$ cat config.mk
export PLATFORM = sky130hd
export DESIGN_NAME = tdm_regs
export DESIGN_NICKNAME = d
export VERILOG_FILES = /design/src/design/tdm_pkg.sv /design/src/design/tdm_regs.sv
export SDC_FILE = /design/constraint.sdc
export NUM_CORES = 1
export LEC_CHECK = 0
export BUFFER_PORTS_ARGS = -buffer_cell sky130_fd_sc_hd__buf_2
export CORE_AREA = 5 5 168 170
export DETAILED_ROUTE_END_ITERATION = 16
export DIE_AREA = 0 0 173 175
export PLACE_DENSITY = 0.79
export SYNTH_ARGS = -nofsm -noshare
export SYNTH_HDL_FRONTEND = slang
export SYNTH_SLANG_ARGS = --single-unit
$ cat constraint.sdc
create_clock -name clk_i -period 1.8 [get_ports clk_i]
set_input_delay 0.36 -clock clk_i [delete_from_list [all_inputs] [get_ports clk_i]]
set_output_delay 0.36 -clock clk_i [all_outputs]
set_load 0.01 [all_outputs]
$ cat src/design/tdm_pkg.sv
// Shared constants, codes and types for the transmit descriptor multiplexer.
`default_nettype none
package tdm_pkg;

  // Sizing
  localparam int RING_DEPTH   = 512;
  localparam int BUFFER_BYTES = 2048;
  localparam int CLIENT_COUNT = 3;

  localparam int RING_IDX_W = (RING_DEPTH > 1) ? $clog2(RING_DEPTH) : 1;
  localparam int BUF_SHIFT  = $clog2(BUFFER_BYTES);
  localparam int OFS_HI_W   = 32 - BUF_SHIFT;

  // Field widths
  localparam int OPCODE_W = 2;
  localparam int CLIENT_W = 2;
  localparam int OFFSET_W = 32;
  localparam int LENGTH_W = 16;
  localparam int STATUS_W = 3;
  localparam int ADDR_W   = 64;
  localparam int BUFCNT_W = 10;
  localparam int RING_W   = ADDR_W + LENGTH_W;

  // Configuration port
  localparam int CFG_CLIENTS  = 3;
  localparam int APB_ADDR_W   = 6;
  localparam int APB_DATA_W   = 64;
  localparam int REG_IDX_W    = 3;
  localparam logic [BUFCNT_W-1:0] BUFCNT_RESET = BUFCNT_W'(512);

  localparam logic [REG_IDX_W-1:0] REG_CLIENT0_BASE    = 3'd0;
  localparam logic [REG_IDX_W-1:0] REG_CLIENT1_BASE    = 3'd1;
  localparam logic [REG_IDX_W-1:0] REG_CLIENT2_BASE    = 3'd2;
  localparam logic [REG_IDX_W-1:0] REG_CLIENT0_BUFFERS = 3'd3;
  localparam logic [REG_IDX_W-1:0] REG_CLIENT1_BUFFERS = 3'd4;
  localparam logic [REG_IDX_W-1:0] REG_CLIENT2_BUFFERS = 3'd5;

  // Opcodes
  localparam logic [OPCODE_W-1:0] OP_SUBMIT = 2'd0;
  localparam logic [OPCODE_W-1:0] OP_POP    = 2'd1;
  localparam logic [OPCODE_W-1:0] OP_ARM    = 2'd2;
  localparam logic [OPCODE_W-1:0] OP_BATCH  = 2'd3;

  // Result status codes
  localparam logic [STATUS_W-1:0] ST_FORWARDED = 3'd0;
  localparam logic [STATUS_W-1:0] ST_REJECTED  = 3'd1;
  localparam logic [STATUS_W-1:0] ST_FULL      = 3'd2;
  localparam logic [STATUS_W-1:0] ST_POPPED    = 3'd3;
  localparam logic [STATUS_W-1:0] ST_EMPTY     = 3'd4;
  localparam logic [STATUS_W-1:0] ST_NOTIFY    = 3'd5;
  localparam logic [STATUS_W-1:0] ST_NO_NOTIFY = 3'd6;
  localparam logic [STATUS_W-1:0] ST_ARMED     = 3'd7;

  // Client region configuration
  typedef struct packed {
    logic [CFG_CLIENTS-1:0][ADDR_W-1:0]   base;
    logic [CFG_CLIENTS-1:0][BUFCNT_W-1:0] buffers;
  } cfg_t;

  // Advance a ring index modulo the ring depth
  function automatic logic [RING_IDX_W-1:0] ring_next(input logic [RING_IDX_W-1:0] idx);
    logic [RING_IDX_W-1:0] res;
    if (idx == RING_IDX_W'(RING_DEPTH - 1)) begin
      res = '0;
    end else begin
      res = idx + RING_IDX_W'(1);
    end
    return res;
  endfunction

endpackage
`default_nettype wire

$ cat src/design/tdm_regs.sv
// APB-style configuration registers for the client regions.
`default_nettype none
module tdm_regs
  import tdm_pkg::*;
(
  input  wire logic                  clk_i,
  input  wire logic                  rst_ni,
  input  wire logic                  psel,
  input  wire logic                  penable,
  input  wire logic                  pwrite,
  input  wire logic [APB_ADDR_W-1:0] paddr,
  input  wire logic [APB_DATA_W-1:0] pwdata,
  output logic      [APB_DATA_W-1:0] prdata,
  output logic                       pready,
  output cfg_t                       cfg_o
);

  cfg_t                 cfg_q;
  logic                 wr_en;
  logic [REG_IDX_W-1:0] reg_idx;

  assign pready  = 1'b1;
  assign wr_en   = psel & penable & pwrite & pready;
  assign reg_idx = paddr[APB_ADDR_W-1:3];
  assign cfg_o   = cfg_q;

  // Write the addressed register in the access phase
  always_ff @(posedge clk_i or negedge rst_ni) begin
    if (!rst_ni) begin
      for (int i = 0; i < CFG_CLIENTS; i++) begin
        cfg_q.base[i]    <= '0;
        cfg_q.buffers[i] <= BUFCNT_RESET;
      end
    end else if (wr_en) begin
      case (reg_idx)
        REG_CLIENT0_BASE:    cfg_q.base[0]    <= pwdata;
        REG_CLIENT1_BASE:    cfg_q.base[1]    <= pwdata;
        REG_CLIENT2_BASE:    cfg_q.base[2]    <= pwdata;
        REG_CLIENT0_BUFFERS: cfg_q.buffers[0] <= pwdata[BUFCNT_W-1:0];
        REG_CLIENT1_BUFFERS: cfg_q.buffers[1] <= pwdata[BUFCNT_W-1:0];
        REG_CLIENT2_BUFFERS: cfg_q.buffers[2] <= pwdata[BUFCNT_W-1:0];
        default: ;
      endcase
    end
  end

  // Read back the addressed register
  always_comb begin
    case (reg_idx)
      REG_CLIENT0_BASE:    prdata = cfg_q.base[0];
      REG_CLIENT1_BASE:    prdata = cfg_q.base[1];
      REG_CLIENT2_BASE:    prdata = cfg_q.base[2];
      REG_CLIENT0_BUFFERS: prdata = APB_DATA_W'(cfg_q.buffers[0]);
      REG_CLIENT1_BUFFERS: prdata = APB_DATA_W'(cfg_q.buffers[1]);
      REG_CLIENT2_BUFFERS: prdata = APB_DATA_W'(cfg_q.buffers[2]);
      default:             prdata = '0;
    endcase
  end

endmodule
`default_nettype wire

==> key figures <==
Worst setup path
  – Crit path arrival time: 1.84 ns
  – RR Startpoint: cfg_o[184]
  – Worst R2R Path Depth: 3
  – Slowest stage delay, CP: approximately 0.50 ns
  – Setup crit start: cfg_o[94]
  – Req. time, crit path: 1.44 ns
  – Crit Path Class: reg -> out
  – Slowest cell on the critical path: mux4_2
  – CP Launch Type: flop
  – Critical R2R Capture: cfg_o[184]
  – Crit path to: prdata[0]
  – Crit-path max FO: 2
  – Crit end category: output port
  – R2R Setup Slk: 0.75 ns
  – Critical-path cell list: mux4_2, mux2_4, buf_6

Run status
  – Failing checks: negative setup slack
  – Status: complete, but fails checks

STA
  – Min cycle time layout: 2.20 ns
  – Period utilization: 1.22
  – Setup_tns: -4.58 ns
  – Fin. max-slew vios: 0
  – Final setup fails: 62
  – WHS: 0.0928 ns
  – Unrepaired setup endpoints after global routing: yes
  – Final hold viol count: 0
  – Worst clock skew: 0 ns
  – Fin worst setup slack: -0.403 ns
  – FMAX: 454 MHz

Floorplan
  – Total Die Area: 30300 um^2
  – IO Count: 362
  – Die Wd: ~170 um
  – Die H: 175 um
  – Core box area: 26600 um^2
  – Starting Density: 0.390
  – Standard-cell row count: 60

Logic synthesis
  – Synthesized cell area: 10400 um^2
  – Top post-synthesis cells by count: dfrtp_1, mux2_2, mux2_1
  – Syn avg cell area: about 13 um^2
  – Seq cells post-synth: ~220
  – Synth top area cells: dfrtp_1, mux2_2, mux2_1
  – EDFF count, synth: 0
  – Cells after Synth: slightly below 800
  – Netlist cell types: 34
  – Top_reg_cell synth: dfrtp_1
  – Ys async rst share: 1.00
  – Cell taking the most area after synthesis: dfrtp_1
  – Synth warn: 0
  – Post-Syn Nets: 868
  – Top-count cell post-synth: dfrtp_1
  – Sequential share of the synthesized area: 0.536
  – Post-synth top area share: 0.528

Global route
  – First-pass GRT wire length: approximately 55 mm
  – Vias in the first global route: 9623
  – GRT Util Overall: 0.228
  – GRT overflow: 0
  – Initial antenna violation count: 2
  – Largest net degree at the start of global routing: 64

Finish
  – Final Net Count: 1398
  – # diodes: 0
  – Post-layout util: 0.595
  – Layout area overhead: 52.6%
  – Layout cells sized above 1: 0.693
  – Final instance area: roughly 16000 um^2
  – Max FFs per register: roughly 220
  – Fillcell total: 1976

CTS
  – Root Buffer: clkbuf_16
  – Worst-skew pair later-pin latency: 0.50 ns
  – Num CTS Buffers: 24
  – Clk sink count: 222
  – # H-tree levels: 1
  – CTS tree: yes
  – Clk pin slew, worst setup/hold paths: ~0.06 ns
  – Clock Tree Buf Depth: 3

Job
  – Number of max-cap violations: 0

Placement
  – Routability Congestion: 0.831
  – IO Port Bufs: about 360
  – Dpl cell area: 12900 um^2
  – DP HPWL: 22.1 mm

Routing
  – First DRT Iteration DRCs: approximately 510
  – Via count: slightly below 9000
  – 1st-pass router iterations: 7
  – Routed wire length: 36.2 mm
  – Final ANT Viol Nets: 0
  – # DRC: 0
  – DR vias/cell: 5.28
  – Routed len/inst: 21.5 um

Pwr
  – Cell Pwr Density: 1090 nW/um^2
  – VDD IR max: approximately 0.00081 V
  – Leakage: around 8.2 nW

Worst hold path
  – Worst min-delay path class: in -> reg
  – Hold path startpoint: pwdata[12]
## stage by stage
stage,total power (W),std cells,setup WS (ns)
2_1_floorplan,0.00866,793,-0.0257
3_3_place_gp,0.0106,1487,-0.140
3_5_place_dp,0.0107,1487,-0.149
4_1_cts,0.0170,1665,-0.410
5_1_grt,0.0180,1680,-0.449
6_report,0.0172,1680,-0.403
## worst min-delay path by stage
stage / cells after the start / to
6_report: 2 / cfg_o[170]
5_1_grt: 2 / cfg_o[170]
4_1_cts: 2 / cfg_o[204]
3_5_place_dp: 1 / cfg_o[60]
3_3_place_gp: 1 / cfg_o[60]
2_1_floorplan: 0 / cfg_o[0]
## cell usage in the layout, fill, tap and decap left out, drive strengths merged
cell type	n
buf	558
mux2	228
dfrtp	219
mux2i	64
a21oi	61
or2	55
nand2	55
clkbuf	37
nor2	8
nand3	7
nor2b	7
nor3b	5
a32oi	5
o211ai	4
o21a	3
a211o	3
o21ai	3
dfstp	3
clkinv	3
mux4	2
nand2b	2
bufinv	2
o221ai	1
nand4b	1
nand4	1
conb	1
dlygate4sd3	1
## timing repair
action / CTS / global route
cloned: 8 / 0
buffers inserted: 128 / 19
setup endpoints to repair: 64 / 64
resized for setup: 197 / 54
endpoints found under the hold margin: 35 / 0
hold buffers: 1 / 0
pin swaps: 79 / 43
## logic make-up after synthesis
group | Yosys count | synth area share
simple gates | 141 | 0.0740
mux | 294 | 0.314
buf+inv | 55 | 0.0323
compound gates | 80 | 0.0436
other cells | 1 | 0.000362
flops | 222 | 0.536
## worst max-delay path: cells and delay by family (launching register included)
family	cells	cell delay (ns)
buffers and inverters	1	0.12
muxes	2	0.79
DFF	1	0.42
## metal layers
metal	up-vias	track usage	routed length, um
met5	-	0	16
met4	4	0.0775	1300
met3	90	0.0537	2560
met2	398	0.399	18100
met1	4512	0.277	14300
li1	3872	-	-
## area by class of cell
cell class	instances	area, um^2	area share
clock buffers	37	731	0.0462
flip-flops and latches	222	5560	0.351
well taps	341	427	0.0270
repair buffers	559	3840	0.243
multi-input cells	516	5180	0.327
clock inverters	5	82.6	0.00522
## power breakdown
part / switching [W] / internal, W
registers: 0.000798 / 0.00598
clock network: 0.00197 / 0.00307
logic: 0.00248 / 0.00287
total: 0.00525 / 0.0119
(Power assumes the default switching activity.)
